[config.mk]
export PLATFORM = sky130hd
export DESIGN_NAME = indexed_list_engine_core
export DESIGN_NICKNAME = d
export VERILOG_FILES = /design/src/hdl/ile_pkg.sv /design/src/hdl/indexed_list_engine_core.sv /design/src/hdl/ile_dpath.sv /design/src/hdl/ile_ctrl.sv
export SDC_FILE = /design/constraint.sdc
export NUM_CORES = 1
export LEC_CHECK = 0
export ABC_AREA = 1
export BUFFER_PORTS_ARGS = -buffer_cell sky130_fd_sc_hd__buf_2
export CORE_MARGIN = 4
export CORE_UTILIZATION = 33
export CTS_CLUSTER_DIAMETER = 60
export DETAILED_ROUTE_END_ITERATION = 10
export GPL_ROUTABILITY_DRIVEN = 0
export GPL_TIMING_DRIVEN = 1
export SETUP_SLACK_MARGIN = 0.3
export SYNTH_ARGS = -nofsm -noshare
export SYNTH_HDL_FRONTEND = slang
export SYNTH_HIERARCHICAL = 1
export SYNTH_SLANG_ARGS = --single-unit
[constraint.sdc]
create_clock -name clk -period 8.06 [get_ports clk]
set_clock_uncertainty 0.2 [all_clocks]
set_input_delay 0.806 -clock clk [delete_from_list [all_inputs] [get_ports clk]]
set_output_delay 0.806 -clock clk [all_outputs]
set_load 0.05 [all_outputs]
[src/hdl/ile_pkg.sv]
package ile_pkg;

	localparam logic [2:0] OP_INSERT  = 3'd0;
	localparam logic [2:0] OP_APPEND  = 3'd1;
	localparam logic [2:0] OP_REMOVE  = 3'd2;
	localparam logic [2:0] OP_REMLAST = 3'd3;
	localparam logic [2:0] OP_FIND    = 3'd4;
	localparam logic [2:0] OP_READ    = 3'd5;
	localparam logic [2:0] OP_MIRROR  = 3'd6;

	localparam logic [2:0] ST_OK       = 3'd0;
	localparam logic [2:0] ST_RANGE    = 3'd1;
	localparam logic [2:0] ST_EMPTY    = 3'd2;
	localparam logic [2:0] ST_NOTFOUND = 3'd3;
	localparam logic [2:0] ST_FULL     = 3'd4;

	localparam logic [1:0] IDX_COUNT = 2'd0;
	localparam logic [1:0] IDX_TGT   = 2'd1;
	localparam logic [1:0] IDX_ZERO  = 2'd2;

	localparam logic [2:0] RA_IDX  = 3'd0;
	localparam logic [2:0] RA_PREV = 3'd1;
	localparam logic [2:0] RA_NEXT = 3'd2;
	localparam logic [2:0] RA_MIR  = 3'd3;
	localparam logic [2:0] RA_TGT  = 3'd4;

	typedef struct packed {
		logic [2:0]        op;
		logic [4:0]        position;
		logic signed [31:0] item_value;
	} req_t;

	typedef struct packed {
		logic [2:0]         status;
		logic [3:0]         found_index;
		logic signed [31:0] read_value;
		logic signed [31:0] diff_value;
		logic [4:0]         length;
	} rsp_t;

	typedef struct packed {
		logic       load;
		logic       idx_set;
		logic [1:0] idx_sel;
		logic       idx_inc;
		logic       idx_dec;
		logic       rd;
		logic [2:0] ra_sel;
		logic       wr;
		logic       wd_val;
		logic       cnt_inc;
		logic       cnt_dec;
		logic       st_set;
		logic [2:0] st_code;
		logic       save_a;
		logic       emit;
	} cmd_t;

	typedef struct packed {
		logic [2:0] chk;
		logic [2:0] op;
		logic       idx_gt_tgt;
		logic       next_lt_cnt;
		logic       idx_lt_cnt;
		logic       match;
	} sts_t;

endpackage

[src/hdl/indexed_list_engine_core.sv]
// Ordered list of up to CAPACITY signed 32-bit values in a single-port memory with a
// registered read. A request is transferred when start is high and busy is low; busy
// then stays high until the result is shown, and done marks the result for exactly
// one cycle, so the receiver must take it then. Every entry that is moved is read and
// then written back on the memory port, and a find reads and compares the entries in
// turn from index 0; an error, an unknown op or a read goes straight to the result, and
// a mirror read fetches both of its entries first. A new request may be transferred
// in the cycle that done is high.
module indexed_list_engine_core #(
	parameter int CAPACITY = 16
) (
	input  logic          clk,
	input  logic          arst_n,
	input  logic          start,
	output logic          busy,
	input  ile_pkg::req_t req,
	output logic          done,
	output ile_pkg::rsp_t rsp
);
	import ile_pkg::*;

	cmd_t cmd;
	sts_t sts;

	ile_ctrl u_ctrl (
		.clk    (clk),
		.arst_n (arst_n),
		.start  (start),
		.sts    (sts),
		.cmd    (cmd),
		.busy   (busy)
	);

	ile_dpath #(
		.CAPACITY (CAPACITY)
	) u_dpath (
		.clk    (clk),
		.arst_n (arst_n),
		.req    (req),
		.cmd    (cmd),
		.sts    (sts),
		.done   (done),
		.rsp    (rsp)
	);

endmodule

[src/hdl/ile_dpath.sv]
module ile_dpath #(
	parameter int CAPACITY = 16
) (
	input  logic          clk,
	input  logic          arst_n,
	input  ile_pkg::req_t req,
	input  ile_pkg::cmd_t cmd,
	output ile_pkg::sts_t sts,
	output logic          done,
	output ile_pkg::rsp_t rsp
);
	import ile_pkg::*;

	localparam int CW = $clog2(CAPACITY + 1);
	localparam int AW = $clog2(CAPACITY);
	localparam int PW = (CW > 5) ? CW : 5;

	logic [31:0]   mem [CAPACITY];
	logic [2:0]    op_q;
	logic [4:0]    pos_q;
	logic [31:0]   val_q;
	logic [2:0]    st_q;
	logic [CW-1:0] cnt_q;
	logic [CW-1:0] idx_q;
	logic [31:0]   rdata_q;
	logic [31:0]   a_q;
	logic          done_q;
	rsp_t          rsp_q;
	rsp_t          rsp_d;

	logic [PW-1:0] pos_x;
	logic [PW-1:0] cnt_x;
	logic [CW-1:0] pos_c;
	logic [CW-1:0] cnt_m1;
	logic [CW-1:0] tgt;
	logic [CW-1:0] mir;
	logic [CW-1:0] idx_p1;
	logic [CW-1:0] idx_m1;
	logic [CW-1:0] raddr;
	logic [31:0]   wdata;
	logic          full;
	logic          empty;
	logic          ok;
	logic [2:0]    chk;

	assign pos_x  = PW'(pos_q);
	assign cnt_x  = PW'(cnt_q);
	assign pos_c  = CW'(pos_q);
	assign cnt_m1 = cnt_q - CW'(1);
	assign mir    = cnt_m1 - pos_c;
	assign idx_p1 = idx_q + CW'(1);
	assign idx_m1 = idx_q - CW'(1);
	assign full   = (cnt_q == CW'(CAPACITY));
	assign empty  = (cnt_q == '0);

	always_comb begin
		priority if (op_q == OP_APPEND) begin
			tgt = cnt_q;
		end else if (op_q == OP_REMLAST) begin
			tgt = cnt_m1;
		end else begin
			tgt = pos_c;
		end
	end

	always_comb begin
		chk = ST_OK;
		unique case (op_q)
			OP_INSERT: begin
				if (pos_x > cnt_x) chk = ST_RANGE;
				else if (full) chk = ST_FULL;
			end
			OP_APPEND: begin
				if (full) chk = ST_FULL;
			end
			OP_REMOVE: begin
				if (empty) chk = ST_EMPTY;
				else if (pos_x >= cnt_x) chk = ST_RANGE;
			end
			OP_REMLAST: begin
				if (empty) chk = ST_EMPTY;
			end
			OP_READ, OP_MIRROR: begin
				if (pos_x >= cnt_x) chk = ST_RANGE;
			end
			default: chk = ST_OK;
		endcase
	end

	always_comb begin
		unique case (cmd.ra_sel)
			RA_IDX:  raddr = idx_q;
			RA_PREV: raddr = idx_m1;
			RA_NEXT: raddr = idx_p1;
			RA_MIR:  raddr = mir;
			RA_TGT:  raddr = tgt;
			default: raddr = idx_q;
		endcase
	end

	assign wdata = cmd.wd_val ? val_q : rdata_q;

	assign sts.chk         = chk;
	assign sts.op          = op_q;
	assign sts.idx_gt_tgt  = (idx_q > tgt);
	assign sts.next_lt_cnt = (idx_p1 < cnt_q);
	assign sts.idx_lt_cnt  = (idx_q < cnt_q);
	assign sts.match       = (rdata_q == val_q);

	always_ff @(posedge clk) begin
		if (cmd.wr) begin
			mem[idx_q[AW-1:0]] <= wdata;
		end
		if (cmd.rd) begin
			rdata_q <= mem[raddr[AW-1:0]];
		end
		if (cmd.save_a) begin
			a_q <= rdata_q;
		end
		if (cmd.load) begin
			op_q  <= req.op;
			pos_q <= req.position;
			val_q <= req.item_value;
		end
		if (cmd.emit) begin
			rsp_q <= rsp_d;
		end
	end

	always_ff @(posedge clk or negedge arst_n) begin
		if (!arst_n) begin
			cnt_q  <= '0;
			idx_q  <= '0;
			st_q   <= ST_OK;
			done_q <= 1'b0;
		end else begin
			done_q <= cmd.emit;
			if (cmd.cnt_inc) begin
				cnt_q <= cnt_q + CW'(1);
			end else if (cmd.cnt_dec) begin
				cnt_q <= cnt_m1;
			end
			if (cmd.load) begin
				st_q <= ST_OK;
			end else if (cmd.st_set) begin
				st_q <= cmd.st_code;
			end
			if (cmd.idx_set) begin
				unique case (cmd.idx_sel)
					IDX_COUNT: idx_q <= cnt_q;
					IDX_TGT:   idx_q <= tgt;
					IDX_ZERO:  idx_q <= '0;
					default:   idx_q <= '0;
				endcase
			end else if (cmd.idx_inc) begin
				idx_q <= idx_p1;
			end else if (cmd.idx_dec) begin
				idx_q <= idx_m1;
			end
		end
	end

	assign ok = (st_q == ST_OK);

	always_comb begin
		rsp_d.status      = st_q;
		rsp_d.found_index = (ok && op_q == OP_FIND) ? 4'(idx_q) : 4'd0;
		rsp_d.read_value  = (ok && (op_q == OP_READ || op_q == OP_MIRROR)) ? rdata_q : 32'd0;
		rsp_d.diff_value  = (ok && op_q == OP_MIRROR) ? (a_q - rdata_q) : 32'd0;
		rsp_d.length      = 5'(cnt_q);
	end

	assign done = done_q;
	assign rsp  = rsp_q;

endmodule

[src/hdl/ile_ctrl.sv]
module ile_ctrl (
	input  logic          clk,
	input  logic          arst_n,
	input  logic          start,
	input  ile_pkg::sts_t sts,
	output ile_pkg::cmd_t cmd,
	output logic          busy
);
	import ile_pkg::*;

	localparam logic [3:0] S_IDLE     = 4'd0;
	localparam logic [3:0] S_CHECK    = 4'd1;
	localparam logic [3:0] S_UP       = 4'd2;
	localparam logic [3:0] S_UP_WR    = 4'd3;
	localparam logic [3:0] S_DN       = 4'd4;
	localparam logic [3:0] S_DN_WR    = 4'd5;
	localparam logic [3:0] S_FIND     = 4'd6;
	localparam logic [3:0] S_FIND_CMP = 4'd7;
	localparam logic [3:0] S_MIR      = 4'd8;
	localparam logic [3:0] S_DONE     = 4'd9;

	logic [3:0] state_q;
	logic [3:0] state_d;

	always_comb begin
		cmd     = '0;
		state_d = state_q;
		unique case (state_q)
			S_IDLE: begin
				if (start) begin
					cmd.load = 1'b1;
					state_d  = S_CHECK;
				end
			end
			S_CHECK: begin
				if (sts.chk != ST_OK) begin
					cmd.st_set  = 1'b1;
					cmd.st_code = sts.chk;
					state_d     = S_DONE;
				end else begin
					unique case (sts.op)
						OP_INSERT, OP_APPEND: begin
							cmd.idx_set = 1'b1;
							cmd.idx_sel = IDX_COUNT;
							state_d     = S_UP;
						end
						OP_REMOVE, OP_REMLAST: begin
							cmd.idx_set = 1'b1;
							cmd.idx_sel = IDX_TGT;
							state_d     = S_DN;
						end
						OP_FIND: begin
							cmd.idx_set = 1'b1;
							cmd.idx_sel = IDX_ZERO;
							state_d     = S_FIND;
						end
						OP_READ: begin
							cmd.rd     = 1'b1;
							cmd.ra_sel = RA_TGT;
							state_d    = S_DONE;
						end
						OP_MIRROR: begin
							cmd.rd     = 1'b1;
							cmd.ra_sel = RA_TGT;
							state_d    = S_MIR;
						end
						default: state_d = S_DONE;
					endcase
				end
			end
			S_UP: begin
				if (sts.idx_gt_tgt) begin
					cmd.rd     = 1'b1;
					cmd.ra_sel = RA_PREV;
					state_d    = S_UP_WR;
				end else begin
					cmd.wr      = 1'b1;
					cmd.wd_val  = 1'b1;
					cmd.cnt_inc = 1'b1;
					state_d     = S_DONE;
				end
			end
			S_UP_WR: begin
				cmd.wr      = 1'b1;
				cmd.idx_dec = 1'b1;
				state_d     = S_UP;
			end
			S_DN: begin
				if (sts.next_lt_cnt) begin
					cmd.rd     = 1'b1;
					cmd.ra_sel = RA_NEXT;
					state_d    = S_DN_WR;
				end else begin
					cmd.cnt_dec = 1'b1;
					state_d     = S_DONE;
				end
			end
			S_DN_WR: begin
				cmd.wr      = 1'b1;
				cmd.idx_inc = 1'b1;
				state_d     = S_DN;
			end
			S_FIND: begin
				if (sts.idx_lt_cnt) begin
					cmd.rd     = 1'b1;
					cmd.ra_sel = RA_IDX;
					state_d    = S_FIND_CMP;
				end else begin
					cmd.st_set  = 1'b1;
					cmd.st_code = ST_NOTFOUND;
					state_d     = S_DONE;
				end
			end
			S_FIND_CMP: begin
				if (sts.match) begin
					state_d = S_DONE;
				end else begin
					cmd.idx_inc = 1'b1;
					state_d     = S_FIND;
				end
			end
			S_MIR: begin
				cmd.save_a = 1'b1;
				cmd.rd     = 1'b1;
				cmd.ra_sel = RA_MIR;
				state_d    = S_DONE;
			end
			S_DONE: begin
				cmd.emit = 1'b1;
				state_d  = S_IDLE;
			end
			default: state_d = S_IDLE;
		endcase
	end

	always_ff @(posedge clk or negedge arst_n) begin
		if (!arst_n) begin
			state_q <= S_IDLE;
		end else begin
			state_q <= state_d;
		end
	end

	assign busy = (state_q != S_IDLE);

endmodule

==> impl_metrics.yaml <==
placed_design:
  place.port_buffers: 120
  post-dp-hpwl_um: 53000
cts:
  cts_resized: 0
  clk_pin_slew_ps: 60
  cts_buffer_depth: 3
  htreeDepth: 3
  cts.sink_count: 710
  numCtsBuffers: 77
  root_buffer: "clkbuf_16"
  clk_latency_ps: 630
  tritoncts: "done"
floorplanning:
  fp-row-count: 115
  core_mm2: 0.0989
  die_x_um: 325
  initial_utilization: 0.334
  dieArea_mm2: 0.105
  die_h_um: 325
  ios: 121
yosys:
  ys_ff_latch: 710
  yosysWarnings: 6
  synth_mux_area_frac: 0.000303
  synth_compound_area_frac: 0.0375
  synth_area_leaders: "edfxtp_1, nand3_1, nand2_1, inv_1, ha_1"
  synthXorXnorAreaFrac: 0.00768
  yosys_most_used_dff: "edfxtp_1"
  synth_top_family_by_area: "simple AND/OR/NAND/NOR gates"
  yosys.area.top_type: "edfxtp_1"
  synth_top_cell_area_share: 0.628
  yosysSeqAreaShare: 0.642
  synthCells: 3187
  synth-simple-area-share: 0.213
  synth_cell_type_count: 47
  netlist_area_mm2: 0.0331
  synth_nets: 3290
  yosys.area_share.adder: 0.0232
  synth_edf_count: 692
  async_flop_share: 0.0254
  syn_avg_cell_area_um2: 10.4
setup_path:
  arrival_ps: 6370
  max_stage_delay_ps: 460
  crit_type: "flip-flop to flip-flop"
  cp-end-kind: "flip-flop"
  slowest_stage: "nand2_8"
  path_max_fanout: 103
  cp_common_cell: "nand2_1"
  worstSetupStartpointType: "flip-flop"
  cp.required_ps: 8240
sta:
  finalMaxSlewViolations: 0
  min_period_ps: 6190
  fmax_ghz: 0.161
  tns_ps: 0
  setup_violations: 0
  rsz0062_at_grt: "false"
  timing.slew.headroom: 0.120
  hold_viol: 0
  tightestPinTransition_ps: 1290
  min_period_over_period: 0.769
detailed_routing:
  dr.pass1.iters: 5
  postRouteAntennaNets: 0
  avgRoutedWirePerCell_um: 19.5
  drtIter0Drc: 2389
  num_vias: 23407
  drc_errors: 0
  avgViaCountPerCell: 5.02
  routed_wl_um: 91000
global_routing:
  grt_max_degree: 134
  grt_use_total: 0.169
  grt_pass1_wl_um: 138000
  grt-ovfl-total: 0
  grt_pass1_vias: 22229
  antenna_found_initial: 2
status:
  outcome: "finished, final reports clean"
worst_hold_path:
  hp-class: "input pin to flip-flop"
final_layout:
  final_cell_mix: "edfxtp_1, nand3_1, nand2_1, inv_1, nor2_1"
  final_nets: 3420
  layout_commonest_cell: "edfxtp_1"
  drive_gt1_frac: 0.107
  diodes: 0
  synthToLayoutAreaGrowth_pct: 14.3
job:
  maxCapViolations: 0
==> synth_stat cells (18+ instances only) <==
library cell / instances
o21ai_0: 92
a21oi_1: 69
buf_2: 107
nor2_1: 154
edfxtp_1: 692
nand3_1: 639
inv_1: 476
ha_1: 58
nand3b_1: 76
xor2_1: 24
dfrtp_1: 18
clkbuf_1: 31
nand2_1: 606
==> logic make-up (layout without fill, tap and decap cells) <==
| family | count (synthesis) | count (layout) |
|---|---|---|
| AND/OR/NAND/NOR | 1538 | 1538 |
| flip-flops | 710 | 710 |
| buffers and inverters | 632 | 819 |
| XOR/XNOR | 29 | 29 |
| adder cells (fa/ha/maj) | 60 | 60 |
| AO/OA/AOI/OAI | 217 | 217 |
| multiplexers | 1 | 1 |
==> final cells by class <==
class,instances,area [um2]
fill,9567,61000
multi-input combinational,1845,9530
inverter,486,1820
tap,1287,1610
clock buffer,92,2040
sequential,710,21200
timing repair buffer,197,1240
clock inverter,44,332
==> flip-flops by register name, summed over array words and instances, names as in the netlist <==
name and count:
u_dpath/idx_q 5, u_dpath/op_q 3, u_dpath/rdata_q 32, u_dpath/st_q 3, u_dpath/val_q 32, u_dpath/a_q 32
u_ctrl/state_q 4, u_dpath/mem 512, u_dpath/pos_c 5, u_dpath/cnt_q 5, u_dpath/rsp 76, u_dpath/done 1
==> path summary, 6_finish.rpt <==
| path | from | endpoint | slack (ps) | cells past startpoint |
|---|---|---|---|---|
| worst max-delay path | u_dpath/cnt_q[1] | u_dpath/rdata_q[19] | 1870 | 29 |
| worst min-delay path | req[21] | u_dpath/val_q[21] | 150 | 1 |
| worst max register to register | u_dpath/cnt_q[1] | u_dpath/rdata_q[19] | 1870 | 29 |
| worst min register to register | u_dpath/rdata_q[17] | u_dpath/a_q[17] | 250 | 0 |
| max in group asynchronous | arst_n | u_ctrl/state_q[0] | 6830 | 2 |
| min in group asynchronous | arst_n | u_dpath/cnt_q[1] | 480 | 2 |
==> per-stage QoR <==
stage                     area (um2)  utilization  worst slack (ps)  hold WS [ps]  cells
after floorplan                33100            -              1410           226   3187
after detailed placement       35400        0.358              1960           237   4524
after global routing           37800        0.382              1360           127   4661
after global placement         35400        0.358              1990           233   4524
after CTS                      37800        0.382              1930           113   4661
final                          37800        0.382              1870           155   4661
==> per-layer routing <==
layer | GRT usage | wire, um | vias to the layer above
met5 | 0 | 0 | -
li1 | - | - | 11092
met2 | 0.282 | 43300 | 871
met1 | 0.225 | 38100 | 11266
met4 | 0.0614 | 3090 | 0
met3 | 0.0252 | 6440 | 178
==> timing repair <==
item                                   4_1_cts  5_1_grt
setup endpoints to repair                    0        0
endpoints found under the hold margin       18        0
setup buffers                                0        0
hold buffers                                 1        0
==> worst max-delay path, delay by kind of cell, from the launching register on <==
| kind | cells | cell delay, ps |
|---|---|---|
| xor gates and xnor gates | 1 | 310 |
| and+or+nand+nor | 19 | 3240 |
| buffers and inverters | 5 | 940 |
| DFF | 1 | 390 |
| AOI/OAI and AO/OA | 2 | 250 |
| adders and majority gates | 2 | 550 |
Power is not shown: default switching activity piles up to over one toggle a cycle in this logic, so the estimate is an artifact.
